==> src/hdl/itoa_fmt_pkg.sv <==
// Package with the types, constants and control store of the integer to ASCII formatter.
package itoa_fmt_pkg;

  // Fixed field widths of the transaction payloads
  localparam int unsigned VALUE_W       = 32;
  localparam int unsigned MODE_W        = 2;
  localparam int unsigned CHAR_W        = 8;
  localparam int unsigned COUNT_W       = 31;
  localparam int unsigned DEF_VALUE_WIDTH = 32;

  localparam logic [COUNT_W-1:0] COUNT_MAX = {COUNT_W{1'b1}};

  localparam logic [CHAR_W-1:0] CHAR_MINUS = 8'h2d;

  // Digit glyphs
  localparam logic [CHAR_W-1:0] HEX_UPPER [16] = '{
    8'h30, 8'h31, 8'h32, 8'h33, 8'h34, 8'h35, 8'h36, 8'h37,
    8'h38, 8'h39, 8'h41, 8'h42, 8'h43, 8'h44, 8'h45, 8'h46
  };
  localparam logic [CHAR_W-1:0] HEX_LOWER [16] = '{
    8'h30, 8'h31, 8'h32, 8'h33, 8'h34, 8'h35, 8'h36, 8'h37,
    8'h38, 8'h39, 8'h61, 8'h62, 8'h63, 8'h64, 8'h65, 8'h66
  };

  typedef enum logic [MODE_W-1:0] {
    MODE_SDEC = 2'd0,
    MODE_UDEC = 2'd1,
    MODE_HEXL = 2'd2,
    MODE_HEXU = 2'd3
  } mode_e;

  typedef struct packed {
    logic [VALUE_W-1:0] value;
    logic [MODE_W-1:0]  mode;
  } in_t;

  typedef struct packed {
    logic [CHAR_W-1:0]  out_char;
    logic               last_char;
    logic [COUNT_W-1:0] total_chars;
  } out_t;

  // Microcode
  typedef logic [2:0] step_t;

  localparam step_t ST_LOAD   = 3'd0;
  localparam step_t ST_DABBLE = 3'd1;
  localparam step_t ST_SKIP   = 3'd2;
  localparam step_t ST_SIGN   = 3'd3;
  localparam step_t ST_EMIT   = 3'd4;

  typedef enum logic [2:0] {
    OP_NOP,
    OP_LOAD,
    OP_DABBLE,
    OP_SKIP,
    OP_SIGN,
    OP_EMIT
  } op_e;

  typedef enum logic [2:0] {
    C_NEVER,
    C_ALWAYS,
    C_NO_INPUT,
    C_LOOP,
    C_HEX,
    C_LEAD_ZERO,
    C_SIGN_WAIT,
    C_EMIT_MORE
  } cond_e;

  typedef struct packed {
    op_e   op;
    cond_e hold;    // stay on this step while true
    cond_e jump;    // otherwise branch to target while true
    step_t target;
  } ctrl_t;

  // Status flags tested by the sequencer
  typedef struct packed {
    logic no_input;
    logic loop;
    logic hex;
    logic lead_zero;
    logic sign_wait;
    logic emit_more;
  } flags_t;

  // Control store: one word per step
  function automatic ctrl_t ucode(step_t pc);
    ctrl_t w;
    case (pc)
      ST_LOAD:   w = '{op: OP_LOAD,   hold: C_NO_INPUT,  jump: C_HEX,    target: ST_SKIP};
      ST_DABBLE: w = '{op: OP_DABBLE, hold: C_LOOP,      jump: C_NEVER,  target: ST_LOAD};
      ST_SKIP:   w = '{op: OP_SKIP,   hold: C_LEAD_ZERO, jump: C_NEVER,  target: ST_LOAD};
      ST_SIGN:   w = '{op: OP_SIGN,   hold: C_SIGN_WAIT, jump: C_NEVER,  target: ST_LOAD};
      ST_EMIT:   w = '{op: OP_EMIT,   hold: C_EMIT_MORE, jump: C_ALWAYS, target: ST_LOAD};
      default:   w = '{op: OP_NOP,    hold: C_NEVER,     jump: C_ALWAYS, target: ST_LOAD};
    endcase
    return w;
  endfunction

  function automatic logic cond_true(cond_e c, flags_t f);
    logic r;
    case (c)
      C_NEVER:     r = 1'b0;
      C_ALWAYS:    r = 1'b1;
      C_NO_INPUT:  r = f.no_input;
      C_LOOP:      r = f.loop;
      C_HEX:       r = f.hex;
      C_LEAD_ZERO: r = f.lead_zero;
      C_SIGN_WAIT: r = f.sign_wait;
      C_EMIT_MORE: r = f.emit_more;
      default:     r = 1'b0;
    endcase
    return r;
  endfunction

  function automatic logic [CHAR_W-1:0] digit_char(logic [3:0] d, logic upper);
    logic [CHAR_W-1:0] c;
    c = upper ? HEX_UPPER[d] : HEX_LOWER[d];
    return c;
  endfunction

endpackage

==> src/hdl/integer_to_ascii_formatter_top.sv <==
// Top level of the integer to ASCII formatter: microcoded sequencer and its datapath.
//
// Usage: one input transaction carries a value and a format mode (signed decimal, unsigned
// decimal, lowercase hex, uppercase hex). The block returns the ASCII characters of the
// number, most significant first, one output transaction per character, with no leading
// zeros, a single '0' for zero and a leading '-' for negative signed values. Each character
// carries last_char on the final one of its run and a saturating count of all characters
// sent since reset.
// Sequence: the sequencer first loads the operand; decimal modes then run the binary-to-BCD
// loop (four bits per cycle), while hex modes go straight to the skip step. The skip step
// drops each leading zero out of NDIG digit slots (11 at the default width) and then moves
// on, the sign step sends a '-' only for a negative signed value, and the emit step sends
// the characters. The skip over the fixed digit slots makes the time independent of the
// number: with the output always ready it depends only on the mode and VALUE_WIDTH,
// counted from one accepting edge to the next.
// A new input is taken while the last character still waits in the output register.
// A stall on the output holds the sequencer on the sign or emit step; nothing is dropped.
// Reset returns the sequencer to the load step, empties the output register and clears
// the character count.
module integer_to_ascii_formatter_top #(
  parameter int unsigned VALUE_WIDTH = itoa_fmt_pkg::DEF_VALUE_WIDTH
) (
  input  logic               clk_i,
  input  logic               rst_ni,
  input  logic               in_valid_i,
  output logic               in_ready_o,
  input  itoa_fmt_pkg::in_t  in_data_i,
  output logic               out_valid_o,
  input  logic               out_ready_i,
  output itoa_fmt_pkg::out_t out_data_o
);

  // Derived sizes
  localparam int unsigned DAB_STEPS = (VALUE_WIDTH + 3) / 4;
  localparam int unsigned MW        = 4 * DAB_STEPS;
  localparam int unsigned ND        = (VALUE_WIDTH * 3) / 10 + 2;
  localparam int unsigned NDIG      = (ND > DAB_STEPS) ? ND : DAB_STEPS;
  localparam int unsigned DR_W      = 4 * NDIG;
  localparam int unsigned RW        = $clog2(NDIG + 1);
  localparam int unsigned CW        = (DAB_STEPS > 1) ? $clog2(DAB_STEPS) : 1;
  localparam logic [MW-1:0] MASK    = {MW{1'b1}} >> (MW - VALUE_WIDTH);

  itoa_fmt_pkg::step_t  pc_q, pc_d;
  itoa_fmt_pkg::ctrl_t  ctrl;
  itoa_fmt_pkg::flags_t flags;

  logic [MW-1:0]   mag_q, mag_d;
  logic [DR_W-1:0] dr_q, dr_d;
  logic [CW-1:0]   cnt_q, cnt_d;
  logic [RW-1:0]   rem_q, rem_d;
  logic            neg_q, neg_d;
  logic            hex_q, hex_d;
  logic            upper_q, upper_d;

  logic                       out_valid_q, out_valid_d;
  itoa_fmt_pkg::out_t         out_q, out_d;
  logic [itoa_fmt_pkg::COUNT_W-1:0] char_total_q, char_total_d;

  logic            in_fire;
  logic            blocked;
  logic [MW-1:0]   operand;
  logic            in_neg;
  logic            in_hex;
  logic [3:0]      top_digit;
  logic            last_digit;
  logic [DR_W-1:0] dab_next;
  logic [MW-1:0]   mag_neg;

  assign ctrl       = itoa_fmt_pkg::ucode(pc_q);
  assign in_ready_o = (ctrl.op == itoa_fmt_pkg::OP_LOAD);
  assign in_fire    = in_valid_i && in_ready_o;
  assign blocked    = out_valid_q && !out_ready_i;

  // Mask the operand to the configured width and find its sign
  assign operand = MW'(in_data_i.value) & MASK;
  assign in_hex  = (in_data_i.mode == itoa_fmt_pkg::MODE_HEXL) ||
                   (in_data_i.mode == itoa_fmt_pkg::MODE_HEXU);
  assign in_neg  = (in_data_i.mode == itoa_fmt_pkg::MODE_SDEC) && operand[VALUE_WIDTH-1];
  assign mag_neg = (~operand + 1'b1) & MASK;

  assign top_digit  = dr_q[DR_W-1 -: 4];
  assign last_digit = (rem_q == RW'(1));

  // Status flags for the sequencer
  always_comb begin
    flags.no_input  = !in_valid_i;
    flags.loop      = (cnt_q != '0);
    flags.hex       = in_hex;
    flags.lead_zero = (top_digit == 4'd0) && !last_digit;
    flags.sign_wait = neg_q && blocked;
    flags.emit_more = blocked || !last_digit;
  end

  // Step counter: hold, branch or advance
  always_comb begin
    if (itoa_fmt_pkg::cond_true(ctrl.hold, flags)) begin
      pc_d = pc_q;
    end else if (itoa_fmt_pkg::cond_true(ctrl.jump, flags)) begin
      pc_d = ctrl.target;
    end else begin
      pc_d = pc_q + 3'd1;
    end
  end

  // Four double-dabble iterations per cycle
  always_comb begin
    logic [DR_W-1:0] t;
    t = dr_q;
    for (int k = 0; k < 4; k++) begin
      for (int j = 0; j < NDIG; j++) begin
        if (t[4*j +: 4] >= 4'd5) begin
          t[4*j +: 4] = t[4*j +: 4] + 4'd3;
        end
      end
      t = {t[DR_W-2:0], mag_q[MW-1-k]};
    end
    dab_next = t;
  end

  // Datapath driven by the current control word
  always_comb begin
    mag_d        = mag_q;
    dr_d         = dr_q;
    cnt_d        = cnt_q;
    rem_d        = rem_q;
    neg_d        = neg_q;
    hex_d        = hex_q;
    upper_d      = upper_q;
    out_d        = out_q;
    char_total_d = char_total_q;
    out_valid_d  = out_valid_q && !out_ready_i;

    case (ctrl.op)
      itoa_fmt_pkg::OP_LOAD: begin
        if (in_fire) begin
          mag_d   = in_neg ? mag_neg : operand;
          dr_d    = in_hex ? DR_W'(operand) : '0;
          cnt_d   = CW'(DAB_STEPS - 1);
          rem_d   = RW'(NDIG);
          neg_d   = in_neg;
          hex_d   = in_hex;
          upper_d = (in_data_i.mode == itoa_fmt_pkg::MODE_HEXU);
        end
      end
      itoa_fmt_pkg::OP_DABBLE: begin
        dr_d  = dab_next;
        mag_d = mag_q << 4;
        cnt_d = cnt_q - 1'b1;
      end
      itoa_fmt_pkg::OP_SKIP: begin
        if (flags.lead_zero) begin
          dr_d  = dr_q << 4;
          rem_d = rem_q - 1'b1;
        end
      end
      itoa_fmt_pkg::OP_SIGN: begin
        if (neg_q && !blocked) begin
          out_valid_d = 1'b1;
          out_d.out_char  = itoa_fmt_pkg::CHAR_MINUS;
          out_d.last_char = 1'b0;
          if (char_total_q != itoa_fmt_pkg::COUNT_MAX) begin
            char_total_d = char_total_q + 1'b1;
          end
          out_d.total_chars = char_total_d;
        end
      end
      itoa_fmt_pkg::OP_EMIT: begin
        if (!blocked) begin
          out_valid_d = 1'b1;
          out_d.out_char  = itoa_fmt_pkg::digit_char(top_digit, upper_q);
          out_d.last_char = last_digit;
          if (char_total_q != itoa_fmt_pkg::COUNT_MAX) begin
            char_total_d = char_total_q + 1'b1;
          end
          out_d.total_chars = char_total_d;
          dr_d  = dr_q << 4;
          rem_d = rem_q - 1'b1;
        end
      end
      default: begin
      end
    endcase
  end

  // Control registers
  always_ff @(posedge clk_i or negedge rst_ni) begin
    if (!rst_ni) begin
      pc_q         <= itoa_fmt_pkg::ST_LOAD;
      out_valid_q  <= 1'b0;
      char_total_q <= '0;
    end else begin
      pc_q         <= pc_d;
      out_valid_q  <= out_valid_d;
      char_total_q <= char_total_d;
    end
  end

  // Payload registers
  always_ff @(posedge clk_i) begin
    mag_q   <= mag_d;
    dr_q    <= dr_d;
    cnt_q   <= cnt_d;
    rem_q   <= rem_d;
    neg_q   <= neg_d;
    hex_q   <= hex_d;
    upper_q <= upper_d;
    out_q   <= out_d;
  end

  assign out_valid_o = out_valid_q;
  assign out_data_o  = out_q;

  // Checks
  a_rem_nonzero: assert property (@(posedge clk_i) disable iff (!rst_ni)
    ((pc_q == itoa_fmt_pkg::ST_SKIP) || (pc_q == itoa_fmt_pkg::ST_EMIT)) |-> (rem_q != '0))
    else $error("digit count ran out while skipping or sending");

  a_dec_digit: assert property (@(posedge clk_i) disable iff (!rst_ni)
    ((pc_q == itoa_fmt_pkg::ST_EMIT) && !hex_q) |-> (top_digit <= 4'd9))
    else $error("decimal digit out of range");

  a_leave_load: assert property (@(posedge clk_i) disable iff (!rst_ni)
    in_fire |=> (pc_q != itoa_fmt_pkg::ST_LOAD))
    else $error("sequencer stayed on load after taking a transaction");

  a_count_mono: assert property (@(posedge clk_i) disable iff (!rst_ni)
    (char_total_q >= $past(char_total_q)))
    else $error("character count went backwards");

endmodule
==> config.mk <==
export PLATFORM = sky130hd
export DESIGN_NAME = integer_to_ascii_formatter_top
export DESIGN_NICKNAME = d
export VERILOG_FILES = /design/src/hdl/itoa_fmt_pkg.sv /design/src/hdl/integer_to_ascii_formatter_top.sv
export SDC_FILE = /design/constraint.sdc
export NUM_CORES = 1
export LEC_CHECK = 0
export BUFFER_PORTS_ARGS = -buffer_cell sky130_fd_sc_hd__buf_2
export CORE_UTILIZATION = 45
export CTS_BUF_LIST = sky130_fd_sc_hd__clkbuf_8
export DETAILED_ROUTE_END_ITERATION = 12
export PLACE_DENSITY_LB_ADDON = 0.05
export SLEW_MARGIN = 10
export SYNTH_ARGS = -nofsm -noshare
export SYNTH_HDL_FRONTEND = slang
export SYNTH_SLANG_ARGS = --single-unit
==> constraint.sdc <==
create_clock -name clk_i -period 15 [get_ports clk_i]
set_clock_uncertainty 0.15 [all_clocks]
set_input_delay 3 -clock clk_i [delete_from_list [all_inputs] [get_ports clk_i]]
set_output_delay 3 -clock clk_i [all_outputs]
set_load 0.02 [all_outputs]
# Word-level counts from Yosys, hierarchy flattened
# Memories as Yosys holds them, arrays and structs flattened.
# Cells that the tools add are included.
# classes
mux	77
n_eq_ne	31
magnitude_cmp	45
bitwise	2
n_addsub	49
n_reduce_logical	27
# ops
cell	count
$ge A4 B3 Y1 const B	44
$pmux W44 S4	1
$mux W4	43
$add A4 B2 Y4 const B	40
$mux W44	3
$mux W32	3
$mux W31	3
$mux W40	2
$pmux W40 S2	1
$pmux W32 S2	1
$pmux W31 S2	1
$pmux W12 S5	1
$mux W8	5
$eq A3 B3 Y1 const B	11
$add A32 B1 Y32 const B	1
$not A32 Y32	1
$add A31 B1 Y31 const B	1
$ne A31 B31 Y1 const B	1
$eq A3 B2 Y1 const B	8
$mux W3	6
$pmux W1 S8	2
$add A3 B2 Y3 const B	4
$eq A3 B1 Y1 const B	4
$pmux W4 S3	1
other kinds (24)	43
# totals
ff_bits	160
rom_bits	256
out_inout_bits	42
word_cells	245
mem_count	2
in_bits	38
# mem_list
memory	depth	word_bits	rd	rd_clocked_by_memory_dff	wr	line_no	source
(name not given)	16	8	1	0	0	itoa_fmt_pkg.sv:121	c = upper ? HEX_UPPER[d] : HEX_LOWER[d];
(name not given)	16	8	1	0	0	itoa_fmt_pkg.sv:121	

# Logic depth before layout (Yosys ltp)
# logic_depth
depth_word	9
ltp_mapped	20
ltp_nobuf	20

# Worst setup path before layout
# Ideal clock, no wire load.
# synth_path
kind	input-to-reg
from	input port out_ready_i
to	register dr_q[0], enable pin
path_buffers	0
t_arrival_ns	6.619
required_ns	14.341
path_slack_ns	7.722
setup_time_ns	0.509
stages	4
path_cell_list	nand2b_1 mux2i_1 a22oi_1 nor3b_1
# synth_between
elab_chain_len	4
# synth_rtl
element	line_no	source
start, declared	integer_to_ascii_formatter_top.sv:29	input logic out_ready_i,
$logic_not A1 Y1	integer_to_ascii_formatter_top.sv:72	assign blocked = out_valid_q && !out_ready_i;
$logic_and A1 B1 Y1	integer_to_ascii_formatter_top.sv:72	
$ne A2 B2 Y1 (no line)	n/a	
$reduce_and A4 Y1 (no line)	n/a	
end signal, assigned	integer_to_ascii_formatter_top.sv:201	dr_q <= dr_d;
end, declared	integer_to_ascii_formatter_top.sv:48	logic [DR_W-1:0] dr_q, dr_d;
# Every way passes these cells.
# A chain may end at the register's enable or synchronous reset.

# Worst setup path in the final report
# layout_path
from	register pc_q[0]
to	output port in_ready_o
# layout_between
elab_chain_len	3
word_cells_on_any_way	7
cone_classes	5 x eq/ne; 1 x mux; 1 x reduce/logical
# layout_rtl
element	line_no	source
start, declared	integer_to_ascii_formatter_top.sv:43	itoa_fmt_pkg::step_t pc_q, pc_d;
start signal, assigned	integer_to_ascii_formatter_top.sv:188	pc_q <= itoa_fmt_pkg::ST_LOAD;
start signal, assigned	integer_to_ascii_formatter_top.sv:192	pc_q <= pc_d;
$eq A3 B3 Y1 (tied with other cells)	itoa_fmt_pkg.sv:92	case (pc)
$pmux W12 S5 (*)	itoa_fmt_pkg.sv:92	
$eq A3 B1 Y1 (*)	integer_to_ascii_formatter_top.sv:70	assign in_ready_o = (ctrl.op == itoa_fmt_pkg::OP_LOAD);
end, declared	integer_to_ascii_formatter_top.sv:26	output logic in_ready_o,
# Every way passes the cells marked *; elsewhere a longest branch is shown, timed or not.

==> run metrics <==
CTS buffer count 17; RSZ-0062 raised after global routing false; Synth top cells by count nand2_1, edfxtp_1, o21ai_0; Layout Nets 1,699; number of synthesized register bits 159; WP data required 11.85 ns; clock root cell clkbuf_8; CTS tree done; crit path from pc_q[0]$_DFFE_PN0N_; # port buffers 78; XOR/XNOR Fraction of Synth Area 6.24%; first-pass GRT wire length 53,500 um; Crit Path Category reg2out; Max Clock Freq 182 MHz; largest family of logic cells by synthesized area compound AO/OA/AOI/OAI gates; Cell Area, Synth 13,600 um^2; Clk pin slew, worst setup/hold paths 0.11 ns; initial core utilization 45.8%; post-synthesis compound-gate area fraction 25.5%; yosys synthesis warning count 0; WP data arrival 2.33 ns; layout cells sized above 1 13.5%; Antenna Nets Post-Route 0; post-synthesis simple-gate area fraction 20.1%; die extent in y 176 um; final hold vios 0; largest net degree at the start of global routing 62; Syn Inst Count 1,562; grt total ovfl 0; core region area 29,700 um^2; full die area 30,900 um^2; clock tree buffer depth 2; setup tns final 0 ns; Hold Crit Start char_total_q[27]$_DFFE_PN0P_; Syn Nets 1,662; Total GRT Usage 21.3%; sequential area share after synthesis 33.8%; actual slew at the worst max-slew pin 1.18 ns; clk sinks 159; vias in the first global route 10,700; Post-CTS Setup Bufs 0; initial antenna violation count 1; post-cts resize count 0; Synth Area in Adders 5.70%; row count 63; Cell variety after synth 108; Clock Latency Late Sink 0.47 ns; # hold bufs at CTS 0; Synth top area share 27.4%; endpoint class of the critical path output port; hold path depth 1; # diodes 0; Post-DP HPWL 24,300 um; Area growth syn-to-layout 8.16%; max-cap check violation count 0; Setup crit start kind flip-flop; area leader, netlist edfxtp_1; worst hold path class reg2reg; Synth async-reset ratio 22.0%; syn_area_per_cell 8.71 um^2; Tmin final 5.48 ns; Final Slew Violations 0; most common cell in the netlist nand2_1; First DRT Iteration DRCs 732; final WL 32,500 um; I/O Pins 80; crit path max fanout 7; r2r worst-path depth 15; R2R Path Start dr_q[0]$_DFFE_PP_; per-cell routed wire length 16.3 um; mux contribution to synthesized area 4.24%; Die W 176 um; drt first pass iters 5; Synth area leaders edfxtp_1, dfrtp_1, ha_1, nand2_1, xnor2_1; Final setup viols 0; status finished, final reports clean; relative slew slack 21.2%; total number of vias 11,600; GP Congestion 0.825; DRC 0; Synth Flop Type edfxtp_1; H-tree depth 4; Tcrit/Tclk final 36.6%; via/cell ratio 5.78; Post-synth EDFFs 124
[metrics by stage]
stage | worst slack [ns] | util (%) | cells | instance area, um^2 | hold WS [ns]
5_1_grt | 9.42 | 49.5 | 2002 | 14700 | 0.394
6_report | 9.52 | 49.5 | 2002 | 14700 | 0.364
3_3_place_gp | 9.17 | 48.1 | 1970 | 14300 | 0.349
4_1_cts | 9.52 | 49.5 | 2002 | 14700 | 0.371
3_5_place_dp | 9.15 | 48.1 | 1970 | 14300 | 0.351
2_1_floorplan | 7.72 | - | 1562 | 13600 | 0.324
[layout by cell type, fill, tap and decap left out, types with 24 or more instances in the layout]
cell / n
xor2_1: 36
nand2_1: 172
nor3_1: 33
inv_1: 78
buf_2: 78
dfrtp_1: 35
mux2i_1: 29
o21ai_0: 104
nand3_1: 42
a211oi_1: 34
or2_2: 24
a22oi_1: 34
nand2b_1: 32
xnor2_1: 61
a21oi_1: 74
nor2_1: 102
edfxtp_1: 124
o21ai_1: 30
ha_1: 62
[final timing paths]
kind | endpoint | slack, ns
setup / recovery | in_ready_o | 9.52
hold / removal | char_total_q[27]$_DFFE_PN0P_ | 0.36
setup reg to reg | dr_q[6]$_DFFE_PP_ | 10.37
hold reg to reg | char_total_q[27]$_DFFE_PN0P_ | 0.36
max in group asynchronous | pc_q[2]$_DFFE_PN0N_ | 11.70
min in group asynchronous | char_total_q[27]$_DFFE_PN0P_ | 2.46
[area by class of cell]
cell class / instances / area [um^2]
sequential: 159 / 4600
timing repair buffer: 86 / 450
inverter: 80 / 305
tap: 390 / 488
clock inverter: 15 / 193
fill: 2884 / 15000
multi-input combinational: 1255 / 8450
clock buffer: 17 / 234
[critical path: stages, from the launching register on]
cell      delay (ns)
dfrtp_1         0.45
ha_1            0.32
nand2b_1        0.15
a21boi_1        0.42
and2_1          0.29
buf_2           0.22
[cells by family (layout without fill, tap and decap cells)]
group	count (synthesis)	after routing
AO/OA/AOI/OAI	495	495
XOR/XNOR	97	97
adder cells (fa/ha/maj)	62	62
buffers and inverters	148	198
flip-flops	159	159
multiplexers	52	52
other	1	1
AND/OR/NAND/NOR	548	548
[flip-flops by register name (all words and copies together) (netlist names)]
| register | cells |
|---|---|
| char_total_q | 31 |
| cnt_q | 3 |
| dr_q | 44 |
| mag_q | 32 |
| neg_q | 1 |
| out_data_o | 39 |
| out_valid_o | 1 |
| pc_q | 3 |
| rem_q | 4 |
| upper_q | 1 |
[metal layers]
| metal | share of wire (%) | vias to the layer above | track usage, % |
|---|---|---|---|
| met2 | 48 | 219 | 36.5 |
| met1 | 47 | 5455 | 28.1 |
| met4 | 1.1 | 0 | 5.29 |
| met3 | 3.5 | 26 | 2.99 |
| li1 | - | 5875 | - |
| met5 | 0 | - | 0 |
Power is left out: the tool's default activity adds up to more than one toggle a clock period on the data nets, which glitch-free logic cannot reach.
